==> src/rtl/core/chd_pkg.sv <==
// ----------------------------------------------------------------------------
// chd_pkg
// Types, character codes and helpers for the chunked body decoder.
// ----------------------------------------------------------------------------
package chd_pkg;

    localparam logic [7:0] LIMIT_RESET = 8'd100;

    localparam logic [7:0] CH_LF    = 8'h0A;
    localparam logic [7:0] CH_CR    = 8'h0D;
    localparam logic [7:0] CH_TAB   = 8'h09;
    localparam logic [7:0] CH_VT    = 8'h0B;
    localparam logic [7:0] CH_FF    = 8'h0C;
    localparam logic [7:0] CH_SPACE = 8'h20;
    localparam logic [7:0] CH_SEMI  = 8'h3B;
    localparam logic [7:0] CH_0     = 8'h30;
    localparam logic [7:0] CH_9     = 8'h39;
    localparam logic [7:0] CH_A_UP  = 8'h41;
    localparam logic [7:0] CH_F_UP  = 8'h46;
    localparam logic [7:0] CH_X_UP  = 8'h58;
    localparam logic [7:0] CH_A_LO  = 8'h61;
    localparam logic [7:0] CH_F_LO  = 8'h66;
    localparam logic [7:0] CH_X_LO  = 8'h78;
    localparam logic [7:0] HEX_BASE_LETTER = 8'd10;

    typedef enum logic [3:0] {
        PH_NUM       = 4'd0,
        PH_REST      = 4'd1,
        PH_EXT       = 4'd2,
        PH_DATA      = 4'd3,
        PH_DATA_CR   = 4'd4,
        PH_DATA_LF   = 4'd5,
        PH_TRL_START = 4'd6,
        PH_TRL_CR    = 4'd7,
        PH_TRL_LINE  = 4'd8,
        PH_CLOSED    = 4'd9
    } phase_t;

    typedef enum logic [1:0] {
        NP_BLANKS = 2'd0,
        NP_ZERO   = 2'd1,
        NP_ZERO_X = 2'd2,
        NP_DIGITS = 2'd3
    } num_phase_t;

    typedef enum logic [1:0] {
        KIND_PAYLOAD = 2'd0,
        KIND_END     = 2'd1,
        KIND_ERROR   = 2'd2
    } kind_t;

    typedef struct packed {
        phase_t     phase;
        num_phase_t num_phase;
        logic [7:0] line_count;
    } ctrl_state_t;

    typedef struct packed {
        kind_t      kind;
        logic [7:0] data;
        logic       last;
    } result_t;

    typedef struct packed {
        logic       ok;
        logic [3:0] digit;
    } hex_t;

    function automatic hex_t hex_decode(input logic [7:0] c);
        hex_t h;
        h.ok    = 1'b1;
        h.digit = 4'd0;
        if (c >= CH_0 && c <= CH_9)
        begin
            h.digit = c[3:0];
        end
        else if (c >= CH_A_LO && c <= CH_F_LO)
        begin
            h.digit = 4'(c - CH_A_LO + HEX_BASE_LETTER);
        end
        else if (c >= CH_A_UP && c <= CH_F_UP)
        begin
            h.digit = 4'(c - CH_A_UP + HEX_BASE_LETTER);
        end
        else
        begin
            h.ok = 1'b0;
        end
        return h;
    endfunction

    function automatic logic is_blank(input logic [7:0] c);
        return (c == CH_SPACE) || (c == CH_TAB) || (c == CH_VT) ||
               (c == CH_FF) || (c == CH_CR);
    endfunction

endpackage

==> src/rtl/core/chd_step.sv <==
// ----------------------------------------------------------------------------
// chd_step
// Next-state and result logic for one coded byte of the chunked body.
// ----------------------------------------------------------------------------
module chd_step #(
    parameter int SIZE_BITS = 32
) (
    input  logic [7:0]           in_byte,
    input  logic [7:0]           limit,
    input  chd_pkg::ctrl_state_t cur,
    input  logic [SIZE_BITS-1:0] rem,
    output chd_pkg::ctrl_state_t nxt,
    output logic [SIZE_BITS-1:0] rem_next,
    output logic                 emit,
    output chd_pkg::result_t     res
);

    chd_pkg::hex_t hex;
    logic          line_full;
    logic          size_full;
    logic          rem_zero;
    logic          is_lf;
    logic          is_cr;

    assign hex       = chd_pkg::hex_decode(in_byte);
    assign line_full = cur.line_count >= limit;
    assign size_full = rem[SIZE_BITS-1 -: 4] != 4'd0;
    assign rem_zero  = rem == '0;
    assign is_lf     = in_byte == chd_pkg::CH_LF;
    assign is_cr     = in_byte == chd_pkg::CH_CR;

    always_comb
    begin
        nxt      = cur;
        rem_next = rem;
        emit     = 1'b0;
        res.kind = chd_pkg::KIND_PAYLOAD;
        res.data = 8'h00;
        res.last = 1'b0;
        case (cur.phase)
            chd_pkg::PH_NUM, chd_pkg::PH_REST:
            begin
                if (is_lf)
                begin
                    nxt.phase = rem_zero ? chd_pkg::PH_TRL_START : chd_pkg::PH_DATA;
                end
                else if (in_byte == chd_pkg::CH_SEMI)
                begin
                    nxt.phase = chd_pkg::PH_EXT;
                end
                else if (line_full)
                begin
                    nxt.phase = chd_pkg::PH_CLOSED;
                    emit      = 1'b1;
                    res.kind  = chd_pkg::KIND_ERROR;
                end
                else
                begin
                    nxt.line_count = cur.line_count + 8'd1;
                    if (cur.phase == chd_pkg::PH_NUM)
                    begin
                        if (cur.num_phase == chd_pkg::NP_BLANKS &&
                            chd_pkg::is_blank(in_byte))
                        begin
                            nxt.num_phase = chd_pkg::NP_BLANKS;
                        end
                        else if (cur.num_phase == chd_pkg::NP_BLANKS &&
                                 in_byte == chd_pkg::CH_0)
                        begin
                            nxt.num_phase = chd_pkg::NP_ZERO;
                        end
                        else if (cur.num_phase == chd_pkg::NP_ZERO &&
                                 (in_byte == chd_pkg::CH_X_LO ||
                                  in_byte == chd_pkg::CH_X_UP))
                        begin
                            nxt.num_phase = chd_pkg::NP_ZERO_X;
                        end
                        else if (!hex.ok)
                        begin
                            nxt.phase = chd_pkg::PH_REST;
                        end
                        else if (size_full)
                        begin
                            nxt.phase = chd_pkg::PH_CLOSED;
                            emit      = 1'b1;
                            res.kind  = chd_pkg::KIND_ERROR;
                        end
                        else
                        begin
                            rem_next      = {rem[SIZE_BITS-5:0], hex.digit};
                            nxt.num_phase = chd_pkg::NP_DIGITS;
                        end
                    end
                end
            end
            chd_pkg::PH_EXT:
            begin
                if (is_lf)
                begin
                    nxt.phase = rem_zero ? chd_pkg::PH_TRL_START : chd_pkg::PH_DATA;
                end
            end
            chd_pkg::PH_DATA:
            begin
                emit     = 1'b1;
                res.data = in_byte;
                res.last = rem <= SIZE_BITS'(1);
                if (res.last)
                begin
                    rem_next  = '0;
                    nxt.phase = chd_pkg::PH_DATA_CR;
                end
                else
                begin
                    rem_next = rem - SIZE_BITS'(1);
                end
            end
            chd_pkg::PH_DATA_CR, chd_pkg::PH_DATA_LF:
            begin
                if (is_cr && cur.phase == chd_pkg::PH_DATA_CR)
                begin
                    nxt.phase = chd_pkg::PH_DATA_LF;
                end
                else if (is_lf)
                begin
                    nxt.phase      = chd_pkg::PH_NUM;
                    nxt.num_phase  = chd_pkg::NP_BLANKS;
                    nxt.line_count = 8'd0;
                    rem_next       = '0;
                end
                else
                begin
                    nxt.phase = chd_pkg::PH_CLOSED;
                    emit      = 1'b1;
                    res.kind  = chd_pkg::KIND_ERROR;
                end
            end
            chd_pkg::PH_TRL_START, chd_pkg::PH_TRL_CR:
            begin
                if (is_cr && cur.phase == chd_pkg::PH_TRL_START)
                begin
                    nxt.phase = chd_pkg::PH_TRL_CR;
                end
                else if (is_lf)
                begin
                    nxt.phase = chd_pkg::PH_CLOSED;
                    emit      = 1'b1;
                    res.kind  = chd_pkg::KIND_END;
                end
                else
                begin
                    nxt.phase = chd_pkg::PH_TRL_LINE;
                end
            end
            chd_pkg::PH_TRL_LINE:
            begin
                if (is_lf)
                begin
                    nxt.phase = chd_pkg::PH_TRL_START;
                end
            end
            default:
            begin
                nxt.phase = chd_pkg::PH_CLOSED;
            end
        endcase
    end

endmodule

==> src/rtl/core/chd_out_buf.sv <==
// ----------------------------------------------------------------------------
// chd_out_buf
// Result register toward the master-side stream.
// ----------------------------------------------------------------------------
module chd_out_buf (
    input  logic             clk,
    input  logic             rst_n,
    input  logic             load,
    input  chd_pkg::result_t res,
    output logic             free,
    output logic             m_axis_tvalid,
    input  logic             m_axis_tready,
    output logic [7:0]       m_axis_tdata,
    output logic             m_axis_tlast,
    output logic [1:0]       m_axis_tuser
);

    logic             valid_reg;
    logic             valid_next;
    chd_pkg::result_t res_reg;

    assign free       = !valid_reg || m_axis_tready;
    assign valid_next = load || (valid_reg && !m_axis_tready);

    always_ff @(posedge clk or negedge rst_n)
    begin
        if (!rst_n)
        begin
            valid_reg <= 1'b0;
        end
        else
        begin
            valid_reg <= valid_next;
        end
    end

    always_ff @(posedge clk)
    begin
        if (load)
        begin
            res_reg <= res;
        end
    end

    assign m_axis_tvalid = valid_reg;
    assign m_axis_tdata  = res_reg.data;
    assign m_axis_tlast  = res_reg.last;
    assign m_axis_tuser  = res_reg.kind;

endmodule

==> src/rtl/core/http_chunked_body_decoder.sv <==
// ----------------------------------------------------------------------------
// http_chunked_body_decoder
// Decodes an HTTP chunked-coded body byte by byte into payload bytes and end or error results.
//
//   channel   dir   handshake                    payload
//   s_axis    in    s_axis_tvalid/tready         tdata: in_byte
//   m_axis    out   m_axis_tvalid/tready         tdata: payload_byte,
//                                                tuser: kind, tlast: chunk_last
//   cfg       in    cfg_valid/cfg_ready          cfg_data: size_line_limit
//
// One byte per cycle sustained while m_axis does not stall; a taken byte
// goes to the input register, and its result, if any, to the result register.
// Reset opens a new body with size_line_limit at 100.
// A stalled result register holds the byte in the input register and drops
// s_axis_tready until the result is taken.
// ----------------------------------------------------------------------------
module http_chunked_body_decoder #(
    parameter int SIZE_BITS = 32
) (
    input  logic       clk,
    input  logic       rst_n,
    input  logic       s_axis_tvalid,
    output logic       s_axis_tready,
    input  logic [7:0] s_axis_tdata,   // [7:0] in_byte
    output logic       m_axis_tvalid,
    input  logic       m_axis_tready,
    output logic [7:0] m_axis_tdata,   // [7:0] payload_byte
    output logic       m_axis_tlast,
    output logic [1:0] m_axis_tuser,   // [1:0] kind
    input  logic       cfg_valid,
    output logic       cfg_ready,
    input  logic [7:0] cfg_data
);

    logic                 in_valid_reg;
    logic                 in_valid_next;
    logic [7:0]           in_byte_reg;
    logic [7:0]           limit_reg;
    chd_pkg::ctrl_state_t state_reg;
    chd_pkg::ctrl_state_t state_next;
    logic [SIZE_BITS-1:0] rem_reg;
    logic [SIZE_BITS-1:0] rem_next;
    logic                 out_free;
    logic                 process;
    logic                 emit;
    chd_pkg::result_t     res;

    assign cfg_ready     = 1'b1;
    assign process       = in_valid_reg && out_free;
    assign s_axis_tready = !in_valid_reg || out_free;
    assign in_valid_next = s_axis_tvalid || (in_valid_reg && !out_free);

    always_ff @(posedge clk or negedge rst_n)
    begin
        if (!rst_n)
        begin
            in_valid_reg         <= 1'b0;
            limit_reg            <= chd_pkg::LIMIT_RESET;
            state_reg.phase      <= chd_pkg::PH_NUM;
            state_reg.num_phase  <= chd_pkg::NP_BLANKS;
            state_reg.line_count <= 8'd0;
            rem_reg              <= '0;
        end
        else
        begin
            if (s_axis_tready)
            begin
                in_valid_reg <= in_valid_next;
            end
            if (cfg_valid)
            begin
                limit_reg <= cfg_data;
            end
            if (process)
            begin
                state_reg <= state_next;
                rem_reg   <= rem_next;
            end
        end
    end

    always_ff @(posedge clk)
    begin
        if (s_axis_tvalid && s_axis_tready)
        begin
            in_byte_reg <= s_axis_tdata;
        end
    end

    chd_step #(
        .SIZE_BITS (SIZE_BITS)
    ) u_step (
        .in_byte  (in_byte_reg),
        .limit    (limit_reg),
        .cur      (state_reg),
        .rem      (rem_reg),
        .nxt      (state_next),
        .rem_next (rem_next),
        .emit     (emit),
        .res      (res)
    );

    chd_out_buf u_out (
        .clk           (clk),
        .rst_n         (rst_n),
        .load          (process && emit),
        .res           (res),
        .free          (out_free),
        .m_axis_tvalid (m_axis_tvalid),
        .m_axis_tready (m_axis_tready),
        .m_axis_tdata  (m_axis_tdata),
        .m_axis_tlast  (m_axis_tlast),
        .m_axis_tuser  (m_axis_tuser)
    );

`ifndef SYNTHESIS
    a_closed_stays: assert property (@(posedge clk) disable iff (!rst_n)
        state_reg.phase == chd_pkg::PH_CLOSED |=> state_reg.phase == chd_pkg::PH_CLOSED)
        else $error("decoder reopened after close");

    a_final_closes: assert property (@(posedge clk) disable iff (!rst_n)
        process && emit && res.kind != chd_pkg::KIND_PAYLOAD
        |=> state_reg.phase == chd_pkg::PH_CLOSED)
        else $error("end or error result without close");

    a_last_payload: assert property (@(posedge clk) disable iff (!rst_n)
        m_axis_tvalid && m_axis_tlast |-> m_axis_tuser == chd_pkg::KIND_PAYLOAD)
        else $error("tlast on non-payload result");

    a_nonpayload_zero: assert property (@(posedge clk) disable iff (!rst_n)
        m_axis_tvalid && m_axis_tuser != chd_pkg::KIND_PAYLOAD |-> m_axis_tdata == 8'h00)
        else $error("non-payload result carries data");

    a_no_result_closed: assert property (@(posedge clk) disable iff (!rst_n)
        state_reg.phase == chd_pkg::PH_CLOSED |-> !emit)
        else $error("result emitted while closed");
`endif

endmodule
==> config.mk <==
export PLATFORM = sky130hd
export DESIGN_NAME = http_chunked_body_decoder
export DESIGN_NICKNAME = d
export VERILOG_FILES = /design/src/rtl/core/chd_pkg.sv /design/src/rtl/core/chd_step.sv /design/src/rtl/core/chd_out_buf.sv /design/src/rtl/core/http_chunked_body_decoder.sv
export SDC_FILE = /design/constraint.sdc
export NUM_CORES = 1
export LEC_CHECK = 0
export ABC_AREA = 1
export BUFFER_PORTS_ARGS = -buffer_cell sky130_fd_sc_hd__buf_2
export CAP_MARGIN = 15
export CELL_PAD_IN_SITES_DETAIL_PLACEMENT = 1
export CELL_PAD_IN_SITES_GLOBAL_PLACEMENT = 1
export CORE_AREA = 4 4 108 120
export DETAILED_ROUTE_END_ITERATION = 12
export DIE_AREA = 0 0 112 124
export PLACE_DENSITY_LB_ADDON = 0.1
export RECOVER_POWER = 50
export SYNTH_ARGS = -nofsm -noshare
export SYNTH_HDL_FRONTEND = slang
export SYNTH_SLANG_ARGS = --single-unit
==> constraint.sdc <==
create_clock -name clk -period 2.85 [get_ports clk]
set_clock_uncertainty 0.05 [all_clocks]
set_input_delay 0.1425 -clock clk [delete_from_list [all_inputs] [get_ports clk]]
set_output_delay 0.1425 -clock clk [all_outputs]
set_load 0.005 [all_outputs]
* After elaboration in Yosys (flattened, before gate mapping)
Index checks and enable logic that the tools add are counted.
** Word-level totals
- Logic and storage cells :: 180
- Output and inout bits :: 14
- Flip-flop bits (word level) :: 75
- Bits of input ports :: 21
** Cells by class
- Reduce and logical (&&, ||, !) cells :: 39
- Muxes and demuxes :: 76
- Magnitude comparators :: 8
- $add $sub $neg :: 6
- Equal/unequal tests :: 40
** Operator list (count)
- $mux W32 :: 12
- $pmux W32 S3 :: 1
- $mux W4 :: 17
- $mux W10 :: 5
- $eq A8 B4 Y1 const B :: 5
- $mux W2 :: 17
- $le A32 B1 Y1 const B :: 1
- $logic_not A32 Y1 :: 1
- $sub A32 B1 Y32 const B :: 1
- $eq A8 B6 Y1 const B :: 3
- $pmux W4 S6 :: 1
- $pmux W10 S2 :: 1
- $mux W1 :: 18
- $eq A4 B3 Y1 const B :: 4
- $eq A8 B7 Y1 const B :: 2
- $ge A8 B7 Y1 const B :: 2
- $le A8 B7 Y1 const B :: 2
- $ne A2 B2 Y1 const B :: 8
- $ne A5 B2 Y1 const B :: 3
- $logic_and A1 B1 Y1 :: 13
- $reduce_and A13 Y1 :: 1
- $ne A2 B1 Y1 const B :: 6
- $ne A5 B1 Y1 const B :: 2
- $reduce_and A10 Y1 :: 1
- other kinds (26) :: 42

* Depth between registers and ports, before layout
Gate-level depths: netlist of run 1.
- Depth in word-level cells :: 16
- Depth in mapped cells :: 17
- Mapped depth without buffers :: 16

* Hierarchy
Synthesis of run 1 repeated with hierarchy kept, for this count alone.
** Unflattened totals
- Cell total of the unflattened synthesis :: 908
- Area, all modules :: 6033.3 um^2
** Modules (own cells, without submodules)
- chd_step :: instances 1, sequential area each 0.0 um^2, cells each 641, area each 3210.6 um^2
- http_chunked_body_decoder :: instances 1, sequential area each 1620.3 um^2, cells each 251, area each 2447.3 um^2
- chd_out_buf :: instances 1, sequential area each 355.3 um^2, cells each 16, area each 375.4 um^2

* Worst setup path before layout of run 1
No wires, ideal clock.
- Path type :: register to register
- Start point :: register in_byte_reg[0]
- End point :: register u_out.res_reg, in the netlist u_out.m_axis_tdata[0] (enable)
- Stages on the path, launching flop included :: 15
- Slack :: 0.745 ns
- Required time :: 2.461 ns
- Setup time :: 0.339 ns
- Arrival :: 1.716 ns
- Period minus slack after synthesis :: 2.105 ns
- Buffers on the path :: 0
- Cells stage by stage :: edfxtp_1 > inv_1 > ha_1 > inv_2 > nor2_2 > inv_1 > nand3_1 > nand2_2 > nand2_2 > nand4_1 > nand2_1 > nand2_1 > nand3_1 > nand2_1 > inv_1
** Between the ends
- Longest elaborated chain between the ends :: 15
- Elaborated cells on any way between the ends :: 46
- Those cells by class :: order compare: 6; eq/ne: 10; mux: 16; reduce/logical: 14
** Ends and longest elaborated chain
- start, declared :: RTL line http_chunked_body_decoder.sv:37 : logic [7:0] in_byte_reg;
- start signal, assigned :: RTL line http_chunked_body_decoder.sv:86 : in_byte_reg <= s_axis_tdata;
- $ge A8 B7 Y1 / $le A8 B7 Y1 (equally long branches) :: RTL line chd_pkg.sv:81 : else if (c >= CH_A_UP && c <= CH_F_UP)
- $logic_and A1 B1 Y1 :: RTL line chd_pkg.sv:81
- $mux W1 :: RTL line chd_pkg.sv:81
- $mux W1 :: RTL line chd_pkg.sv:77 : else if (c >= CH_A_LO && c <= CH_F_LO)
- $mux W1 :: RTL line chd_pkg.sv:73 : if (c >= CH_0 && c <= CH_9)
- $mux W1 :: RTL line chd_step.sv:78 : else if (!hex.ok)
- $mux W1 :: RTL line chd_step.sv:72 : else if (cur.num_phase == chd_pkg::NP_ZERO &&
- $mux W1 :: RTL line chd_step.sv:67 : else if (cur.num_phase == chd_pkg::NP_BLANKS &&
- $mux W1 :: RTL line chd_step.sv:62 : if (cur.num_phase == chd_pkg::NP_BLANKS &&
- $mux W1 :: RTL line chd_step.sv:60 : if (cur.phase == chd_pkg::PH_NUM)
- $mux W1 :: RTL line chd_step.sv:51 : else if (line_full)
- $mux W1 :: RTL line chd_step.sv:47 : else if (in_byte == chd_pkg::CH_SEMI)
- $mux W1 :: RTL line chd_step.sv:43 : if (is_lf)
- $pmux W1 S4 * :: RTL line chd_step.sv:40 : case (cur.phase)
- $logic_and A1 B1 Y1 * :: RTL line http_chunked_body_decoder.sv:106 : .load (process && emit),
- named net u_out.load :: RTL line chd_out_buf.sv:8 : input logic load,
- end signal, assigned :: RTL line chd_out_buf.sv:41 : res_reg <= res;
- end, declared :: RTL line chd_out_buf.sv:20 : chd_pkg::result_t res_reg;
The timed path passes the listed nets; every way through them passes the cells marked *.
A chain may end at the register's enable or synchronous reset.

* Worst setup path after layout of run 1
- Start point :: register in_byte_reg[0]
- End point :: register rem_reg[20]
** Between the ends
- Longest elaborated chain between the ends :: 8
- Elaborated cells on any way between the ends :: 40
- Those cells by class :: order compare: 6; eq/ne: 18; mux: 3; reduce/logical: 13
** Ends and longest elaborated chain
- parallel branches: the longest is 7 deep, another holds $ge A8 B7 Y1
- $reduce_and A13 Y1 (no source line) *
- end signal, assigned :: RTL line http_chunked_body_decoder.sv:77 : rem_reg <= rem_next;
- end, declared :: RTL line http_chunked_body_decoder.sv:41 : logic [SIZE_BITS-1:0] rem_reg;
Every way passes the cells marked *.

==> impl_metrics.csv, run 1 <==
group,metric,value,unit
clock_tree,clock_latency,0.34,ns
sta,grt_setup_unrepaired,"false",
clock_tree,clk_pin_slew_worst_paths,0.07,ns
power,p_switching,3.557,mW
cells_and_area,fin_util,49.11,%
placement,hpwl,10.80,mm
synth,yosys_warnings,0,
die,fp.dieH,124,µm
global_routing,grt_use_total,22.56,%
cells_and_area,insertedDiodeCount,0,
cells_and_area,largest_register_ffs,32,
placement,dp_cells,900,
sta,tns,0,ns
drt,via_per_inst,5.180,
die,die_area,13890,µm²
synth,synth-main-ff-cell,"dfrtp_1",
worst_hold_path,worstHoldStart,"m_axis_tready",
power,cellLeakagePower,2.956,nW
clock_tree,cts_root_buf,"clkbuf_16",
die,die_w,112,µm
drt,dr.pass1.iters,4,
synth,syn_area,5037,µm²
power,p_comb_share,58.3,%
synth,async_reset_ff_share,74.67,%
critical_path,reg2reg_depth,16,
drt,vias,4838,
clock_tree,numCtsBuffers,9,
drt,drc,0,
critical_path,r2r_end,"rem_reg[20]",
synth,ys_ff_latch,75,
clock_tree,cts_tree,"yes",
power,swShare,51.30,%
placement,port_buffers,33,
drt,wl_per_cell,15.88,µm
drt,routed_wl,14.83,mm
die,initial_core_util,42.60,%
power,pwr-share-clk,16.7,%
critical_path,criticalPathCategory,"flop to flop",
cells_and_area,drive_above_1_share,11.03,%
cells_and_area,finalNonFillerCells,934,
clock_tree,cts_max_level,3,
sta,max_slew_margin,19.21,%
die,core_area,11820,µm²
sta,hold_viol,0,
sta,fin_crit,2.614,ns
sta,fin_hold_ws,0.04412,ns
die,pin_count,35,
critical_path,crit_fanout,24,
critical_path,reg2reg_slack,0.24,ns
global_routing,first_global_vias,5369,
worst_hold_path,whs_endpoint,"u_out.m_axis_tvalid",
synth,ys_seq_area_share,39.22,%
run_status,status,"complete, no violations",
synth,yosysUniqueCellTypes,38,
die,rows,42,
global_routing,grt_pass1_wl,25.47,mm
sta,worst_slack,0.2358,ns
critical_path,critPathArrivalTime,2.78,ns
flow_run,maxCapViolations,0,
drt,drt_iter0_markers,191,
global_routing,antenna_found_initial,0,
sta,max_freq,0.3825,GHz
clock_tree,clkSinkCount,75,
sta,tightest_slew,1.212,ns
power,p_per_area,1194,nW/µm²
drt,ant_nets,0,
power,ir_drop,0.0005300,V
sta,fin_crit_sh,91.72,%
global_routing,grt_overflow,0,
critical_path,end_kind,"flop",
cells_and_area,syn2layout_area_growth,15.28,%
worst_hold_path,hold_path_class,"primary input to flop",
critical_path,crit_required,3.02,ns
global_routing,grt_max_degree,38,
synth,synthCells,723,
cells_and_area,nets,811,
synth,syn_area_per_cell,6.967,µm²
critical_path,start_kind,"flop",
placement,gp_congestion,0.9657,
synth,synth_edf_count,19,
power,power_frac_seq,25.0,%
placement,dp_slack,0.1908,ns
clock_tree,clock_path_buffers,2,
synth,syn-num-nets,759,
critical_path,r2r_start,"in_byte_reg[0]",
sta,slew_viol_final,0,
worst_hold_path,min_path_cells,4,
sta,setup_viol,0,
power,intPower,3.378,mW
how the worst max path moves through the flow:
stage	slack, ns	cells after the start	to	from
floorplan	0.74	14	u_out.m_axis_tdata[0]	in_byte_reg[0]
global placement	0.30	14	u_out.m_axis_tdata[2]	in_byte_reg[0]
detailed placement	0.19	14	u_out.m_axis_tdata[6]	in_byte_reg[0]
CTS	0.13	14	u_out.m_axis_tdata[6]	in_byte_reg[0]
global route	0.03	16	rem_reg[2]	in_byte_reg[0]
finish	0.24	16	rem_reg[20]	in_byte_reg[0]
cell usage after synthesis, types with 7 or more instances:
| master | n | area, µm² |
|---|---|---|
| nand2_1 | 250 | 938.4 |
| nor2_1 | 94 | 352.8 |
| inv_1 | 66 | 247.7 |
| nand3_1 | 61 | 305.3 |
| dfrtp_1 | 53 | 1326 |
| o21ai_0 | 28 | 140.1 |
| edfxtp_1 | 19 | 570.6 |
| xor2_1 | 16 | 140.1 |
| ha_1 | 15 | 187.7 |
| o21ai_1 | 15 | 75.07 |
| a21oi_1 | 12 | 60.06 |
| nor2_2 | 11 | 68.82 |
| inv_2 | 9 | 33.78 |
| nand4_1 | 8 | 50.05 |
| nand2_2 | 7 | 43.79 |
| o22ai_1 | 7 | 43.79 |
power by group through the flow:
| stage | Sequential, mW | Combinational [mW] | Clock [mW] |
|---|---|---|---|
| after global placement | 1.74 | 3.87 | 0 |
| after detailed placement | 1.75 | 4.00 | 0 |
| final | 1.74 | 4.04 | 1.16 |
| after global routing | 1.78 | 4.65 | 1.23 |
| after CTS | 1.74 | 4.06 | 1.18 |
| after floorplan | 1.64 | 3.12 | 0 |
logic make-up (layout without fill, tap and decap cells):
logic type                 after synthesis  in the layout  synth area share (%)
AOI/OAI and AO/OA                       70             70                 7.551
xor gates and xnor gates                17             17                 2.956
adders and majority gates               15             15                 3.726
buffers and inverters                   93            150                 7.874
DFF                                     75             75                 39.22
muxes                                    1              1                0.2235
other                                    1              1               0.07444
and+or+nand+nor                        451            451                 38.38
per-layer routing:
layer | GRT usage [%] | vias up | part of all wire [%] | routed length, µm
met1 | 26.45 | 2353 | 44 | 6490
li1 | - | 2414 | - | -
met3 | 2.721 | 19 | 2.3 | 336
met2 | 42.65 | 52 | 52 | 7778
met5 | 0 | - | 0 | 0
met4 | 7.889 | 0 | 1.5 | 227
repair_timing:
item	in CTS	in global routing
setup endpoints to repair	0	42
hold endpoints to repair	34	0
resized for setup	0	4
hold buffers	18	0
setup buffers	0	0
critical path, stage by stage, from the launching register on:
cell	delay, ns
edfxtp_1	0.47
inv_1	0.19
ha_1	0.26
inv_2	0.05
nor2_2	0.12
inv_1	0.08
nand3_1	0.09
nand2_2	0.10
nand2_2	0.16
nand2_1	0.07
nand2_1	0.09
inv_2	0.05
nor2_4	0.13
nand3_4	0.17
buf_6	0.24
nand2_1	0.07
o21ai_0	0.07
layout make-up:
cell class | instances | area [µm²]
inverters | 77 | 300.3
fillers | 1561 | 6017
repair buffers | 57 | 379.1
clock inverters | 7 | 68.82
clock buffers | 9 | 225.2
well taps | 154 | 192.7
flip-flops and latches | 75 | 1976
multi-input cells | 555 | 2665
cell usage in the layout, fill, tap and decap left out, types with 9 or more instances in the layout:
cell type / instances
nand3_1: 61
o21ai_0: 28
nor2_1: 94
inv_2: 9
a21oi_1: 12
inv_1: 65
nand2_1: 250
nor2_2: 11
dfrtp_1: 53
dlygate4sd3_1: 18
edfxtp_1: 19
buf_2: 23
ha_1: 15
clkbuf_16: 9
o21ai_1: 15
xor2_1: 16
stage by stage:
stage / area [µm²] / power, mW
after CTS: 5809 / 6.985
after floorplan: 5037 / 4.759
after global routing: 5807 / 7.668
after detailed placement: 5335 / 5.755
final: 5807 / 6.935
after global placement: 5335 / 5.610
(Power assumes the default switching activity.)
==> inputs of run 2 (changes only) <==
Settings changed: CAP_MARGIN 15 to default, RECOVER_POWER 50 to 100, SLEW_MARGIN from default to 25.
==> impl_metrics.csv, run 2 (synthesis gave the netlist of run 1 again) <==
group,metric,value,unit
run_status,status,"complete, no violations",
power,ir_drop,0.0005275,V
sta,tightest_slew,1.207,ns
clock_tree,clk_pin_slew_worst_paths,0.07,ns
critical_path,path_common_cell,"nand2_1",
cells_and_area,layout_common_cells,"nand2_1 (250), nor2_1 (97), inv_1 (65), nand3_1 (61), dfrtp_1 (53)",
clock_tree,clock_latency,0.34,ns
sta,fin_hold_ws,0.03940,ns
power,pwr-share-clk,16.8,%
power,p_comb_share,58.1,%
cells_and_area,layout_commonest_cell,"nand2_1",
critical_path,critPathSlowestCell,"edfxtp_1",
worst_hold_path,worstHoldStart,"m_axis_tready",
global_routing,grt_use_total,22.56,%
worst_hold_path,min_path_cells,4,
critical_path,crit_family,"simple AND/OR/NAND/NOR gates",
global_routing,antenna_found_initial,0,
power,swShare,51.34,%
global_routing,first_global_vias,5369,
die,rows,42,
drt,drc,0,
power,p_switching,3.548,mW
clock_tree,clkSinkCount,75,
worst_hold_path,whs_endpoint,"u_out.m_axis_tvalid",
drt,via_per_inst,5.172,
power,p_per_area,1194,nW/µm²
critical_path,critPathArrivalTime,2.60,ns
sta,slew_viol_final,0,
critical_path,criticalPathCategory,"flop to flop",
critical_path,r2r_start,"in_byte_reg[0]",
cells_and_area,syn2layout_area_growth,14.88,%
drt,top_layer_used,"met4",
clock_tree,clock_path_buffers,2,
cells_and_area,nets,811,
sta,setup_viol,0,
critical_path,start_kind,"flop",
drt,routed_wl,14.82,mm
drt,dr.pass1.iters,4,
die,pin_count,35,
clock_tree,numCtsBuffers,9,
critical_path,reg2reg_slack,0.23,ns
clock_tree,cts_tree,"yes",
drt,ant_nets,0,
critical_path,worstPathCellList,"inv_1 -> ha_1 -> inv_2 -> nor2_2 -> inv_1 -> nand3_1 -> nand2_2 -> nand2_2 -> nand4_1 -> nand2_1 -> nand2_1 -> nand3_1 -> nand2_1 -> clkinvlp_4",
drt,wl_per_cell,15.87,µm
cells_and_area,drive_above_1_share,10.38,%
die,die_area,13890,µm²
critical_path,crit_fanout,11,
power,intPower,3.363,mW
cells_and_area,largest_register_ffs,32,
cells_and_area,fin_util,48.94,%
clock_tree,cts_root_buf,"clkbuf_16",
sta,grt_setup_unrepaired,"false",
global_routing,grt_overflow,0,
flow_run,maxCapViolations,0,
sta,max_slew_margin,19.50,%
sta,tns,0,ns
drt,dr_wl_met2,7.807,mm
die,initial_core_util,42.60,%
critical_path,end_kind,"flop",
drt,vias,4831,
cells_and_area,fill_cells,1560,
die,fp.dieH,124,µm
critical_path,crit_required,2.83,ns
placement,port_buffers,33,
sta,fin_crit_sh,91.90,%
critical_path,r2r_end,"u_out.m_axis_tdata[3]",
drt,routedLengthMet1,6.484,mm
power,power_frac_seq,25.1,%
cells_and_area,insertedDiodeCount,0,
sta,fin_crit,2.619,ns
critical_path,cp_num_buf_inv,4,
worst_hold_path,hold_path_class,"primary input to flop",
sta,max_freq,0.3818,GHz
die,core_area,11820,µm²
die,die_w,112,µm
placement,gp_congestion,0.9657,
critical_path,reg2reg_depth,14,
sta,hold_viol,0,
global_routing,grt_pass1_wl,25.47,mm
clock_tree,cts_max_level,3,
drt,route.met3.wl,285,µm
power,cellLeakagePower,2.948,nW
drt,drt_iter0_markers,206,
placement,hpwl,10.80,mm
critical_path,path_depth,14,
global_routing,grt_max_degree,38,
critical_path,slowest_delay,0.47,ns
[run 2: cell types whose count changed in the layout (fill, tap and decap cells not counted)]
cell      change
nor2_2        -2
nor2_1        +3
nor2_4        -1
buf_4         -2
clkbuf_1      +2
[run 2: timing repair]
item / CTS / global route
setup buffers: 0 / 0
endpoints found under the hold margin: 34 / 0
hold buffers: 18 / 0
gates resized for setup: 0 / 4
endpoints found under the setup margin: 0 / 42
[run 2: worst reg2reg max path, cell delays in order, from the launching register on]
cell and delay, ns:
edfxtp_1 0.47, inv_1 0.19, ha_1 0.25, inv_2 0.05, nor2_2 0.12, inv_1 0.08, nand3_1 0.09, nand2_2 0.10
nand2_2 0.16, nand4_1 0.13, nand2_1 0.11, nand2_1 0.08, nand3_1 0.09, nand2_1 0.10, clkinvlp_4 0.23
[run 2: power by group through the flow]
stage	combinational, mW	sequential, mW	clock [mW]
after floorplan	3.12	1.64	0
after global placement	3.87	1.74	0
after detailed placement	4.00	1.75	0
after CTS	4.06	1.74	1.18
after global routing	4.63	1.78	1.23
final	4.02	1.74	1.16
[run 2: cell type report]
class	count	area (µm²)	area share, %
Multi-Input combinational cell	555	2653	45.84
Sequential cell	75	1976	34.14
Timing Repair Buffer	57	371.6	6.422
Inverter	77	300.3	5.189
Clock buffer	9	225.2	3.892
Tap cell	154	192.7	3.330
Clock inverter	7	68.82	1.189
[run 2: layer usage]
metal | track usage (%) | up-vias
met2 | 42.65 | 40
met5 | 0 | -
met4 | 7.889 | 0
met3 | 2.721 | 21
met1 | 26.45 | 2356
li1 | - | 2414
[run 2: worst max-delay path by stage]
stage | startpoint | to | slack (ns)
floorplan | in_byte_reg[0] | u_out.m_axis_tdata[0] | 0.74
global placement | in_byte_reg[0] | u_out.m_axis_tdata[2] | 0.30
detailed placement | in_byte_reg[0] | u_out.m_axis_tdata[6] | 0.19
CTS | in_byte_reg[0] | u_out.m_axis_tdata[6] | 0.13
global route | limit_reg[2] | state_reg[0] | 0.02
finish | in_byte_reg[0] | u_out.m_axis_tdata[3] | 0.23
[run 2: per-stage QoR]
stage / instances / total power, mW / setup WS [ns] / cell area [µm²]
floorplan: 723 / 4.759 / 0.7446 / 5037
global placement: 900 / 5.610 / 0.3012 / 5335
detailed placement: 900 / 5.755 / 0.1908 / 5335
CTS: 934 / 6.985 / 0.1284 / 5809
global route: 934 / 7.646 / 0.01689 / 5787
finish: 934 / 6.912 / 0.2308 / 5787
==> inputs of run 3 (changes only) <==
Settings changed: CORE_AREA 4 4 108 120 to 4 4 112 125, DIE_AREA 0 0 112 124 to 0 0 116 129, RECOVER_POWER 100 to 50.
Clock period 2.85 ns to 2.4 ns, I/O delays scaled along.
==> impl_metrics.csv, run 3 (synthesis gave the netlist of run 1 again) <==
group,metric,value,unit
placement,port_buffers,33,
placement,dp_slack,0.02005,ns
power,finalPower,8.379,mW
run_status,failed_checks,"capacitance limit, slew limit",
sta,fin_crit,2.197,ns
die,die_w,116,µm
sta,fin_hold_ws,0.04628,ns
cells_and_area,insertedDiodeCount,0,
power,p_comb_share,60.2,%
cells_and_area,largest_register_ffs,32,
sta,hold_viol,0,
cells_and_area,syn2layout_area_growth,18.80,%
sta,slew_viol_final,57,
global_routing,grt_max_degree,57,
die,rows,43,
power,p_switching,4.275,mW
global_routing,antenna_found_initial,0,
clock_tree,clock_latency,0.35,ns
clock_tree,cts_tree,"yes",
die,core_area,12590,µm²
clock_tree,cts_root_buf,"clkbuf_16",
drt,via_per_inst,5.139,
cells_and_area,nets,825,
critical_path,slowest_delay,0.41,ns
cells_and_area,finalNonFillerCells,951,
cells_and_area,fill_cells,1652,
clock_tree,clkSinkCount,75,
critical_path,crit_start,"in_byte_reg[0]",
drt,routed_wl,15.23,mm
clock_tree,numCtsBuffers,9,
drt,drc,0,
power,swShare,51.02,%
global_routing,grt_overflow,0,
power,p_per_area,1400,nW/µm²
power,intPower,4.104,mW
cells_and_area,layout_common_cells,"nand2_1 (250), nor2_1 (92), inv_1 (63), nand3_1 (60), dfrtp_1 (53)",
critical_path,r2r_end,"rem_reg[6]",
critical_path,start_kind,"flop",
critical_path,critPathSlowestCell,"edfxtp_1",
placement,hpwl,11.09,mm
clock_tree,cts_max_level,3,
clock_tree,clock_path_buffers,2,
sta,tns,0,ns
sta,max_freq,0.4551,GHz
drt,wl_per_cell,16.02,µm
power,cellLeakagePower,3.035,nW
critical_path,path_depth,13,
global_routing,grt_use_total,21.51,%
die,pin_count,35,
run_status,status,"finished, violations left",
critical_path,critPathArrivalTime,2.38,ns
critical_path,end_kind,"flop",
drt,dr.pass1.iters,4,
drt,drt_iter0_markers,186,
drt,vias,4887,
worst_hold_path,hold_path_class,"primary input to flop",
critical_path,path_common_cell,"nand2_1",
global_routing,first_global_vias,5249,
cells_and_area,final-seq-area,1976,µm²
global_routing,grt_pass1_wl,25.65,mm
critical_path,criticalPathCategory,"flop to flop",
cells_and_area,multi_input_comb_area,2706,µm²
cells_and_area,layout_commonest_cell,"nand2_1",
placement,dp_cells,914,
placement,gp_congestion,0.8643,
critical_path,reg2reg_depth,13,
die,initial_core_util,40.01,%
critical_path,r2r_start,"in_byte_reg[0]",
critical_path,crit_fanout,13,
sta,tightest_slew,1.514,ns
sta,max_slew_margin,-0.9572,%
power,power_frac_seq,24.5,%
critical_path,crit_required,2.59,ns
critical_path,worstPathCellList,"buf_4 -> ha_1 -> nand3_1 -> nor2_1 -> nor2_1 -> nand2_1 -> nand2_1 -> nand2_1 -> nand2_1 -> nand3_4 -> buf_4 -> nand2_1 -> nand2_1",
critical_path,cp_num_buf_inv,2,
critical_path,crit_end,"rem_reg[6]",
sta,fin_crit_sh,91.55,%
flow_run,maxCapViolations,1,
die,die_area,14960,µm²
power,ir_drop,0.0006046,V
power,pwr-share-clk,15.3,%
clock_tree,clk_pin_slew_worst_paths,0.06,ns
sta,worst_slack,0.2029,ns
die,fp.dieH,129,µm
cells_and_area,drive_above_1_share,12.72,%
critical_path,crit_family,"simple AND/OR/NAND/NOR gates",
drt,ant_nets,0,
sta,setup_viol,0,
critical_path,reg2reg_slack,0.20,ns
-- run 3: power by group through the flow --
| stage | Clock (mW) | Sequential (mW) | Combinational [mW] |
|---|---|---|---|
| after floorplan | 0 | 1.95 | 3.70 |
| after global placement | 0 | 2.06 | 4.80 |
| after detailed placement | 0 | 2.07 | 4.98 |
| after CTS | 1.31 | 2.05 | 5.05 |
| after global routing | 1.37 | 2.10 | 5.78 |
| final | 1.29 | 2.05 | 5.04 |
-- run 3: worst reg2reg max path, delay by kind of cell, from the launching register on --
family | cells | cell delay (ns)
and+or+nand+nor | 10 | 0.98
buffers and inverters | 2 | 0.40
adders and majority gates | 1 | 0.22
DFF | 1 | 0.41
-- run 3: routing by layer --
metal  vias to the layer above  global-route usage, %  part of all wire (%)  wire length (µm)
met4                         0                  5.939                   1.8               271
met3                        22                  3.763                   2.1               313
met1                      2380                  26.31                    45              6828
met5                         -                      0                     0                 0
li1                       2438                      -                     -                 -
met2                        47                  38.67                    51              7818
-- run 3: timing repair --
action / CTS / global route
hold endpoints to repair: 71 / 0
buffers inserted: 1 / 1
gates resized for setup: 0 / 16
hold buffers: 19 / 0
setup endpoints to repair: 1 / 48
pin swaps: 0 / 2
-- run 3: stage by stage --
step / util [%] / area [µm²]
6_report: 47.54 / 5984
4_1_cts: 47.10 / 5929
2_1_floorplan: - / 5037
3_5_place_dp: 43.36 / 5459
3_3_place_gp: 43.36 / 5459
5_1_grt: 47.54 / 5984
-- run 3: how the worst min path moves through the flow --
stage,startpoint,to,slack (ns),cells past startpoint
after floorplan,rst_n,in_valid_reg,-0.23,0
after global placement,s_axis_tdata[5],in_byte_reg[5],0.25,1
after detailed placement,s_axis_tdata[6],in_byte_reg[6],0.25,1
after CTS,cfg_valid,limit_reg[2],0.04,3
after global routing,cfg_valid,limit_reg[5],0.08,3
final,cfg_valid,limit_reg[2],0.05,3
-- run 3: layout make-up --
cell class	count	share of cell area [%]
flip-flops and latches	75	33.01
well taps	157	3.282
inverters	77	4.871
repair buffers	71	9.053
clock inverters	5	0.5018
clock buffers	11	4.056
multi-input cells	555	45.22
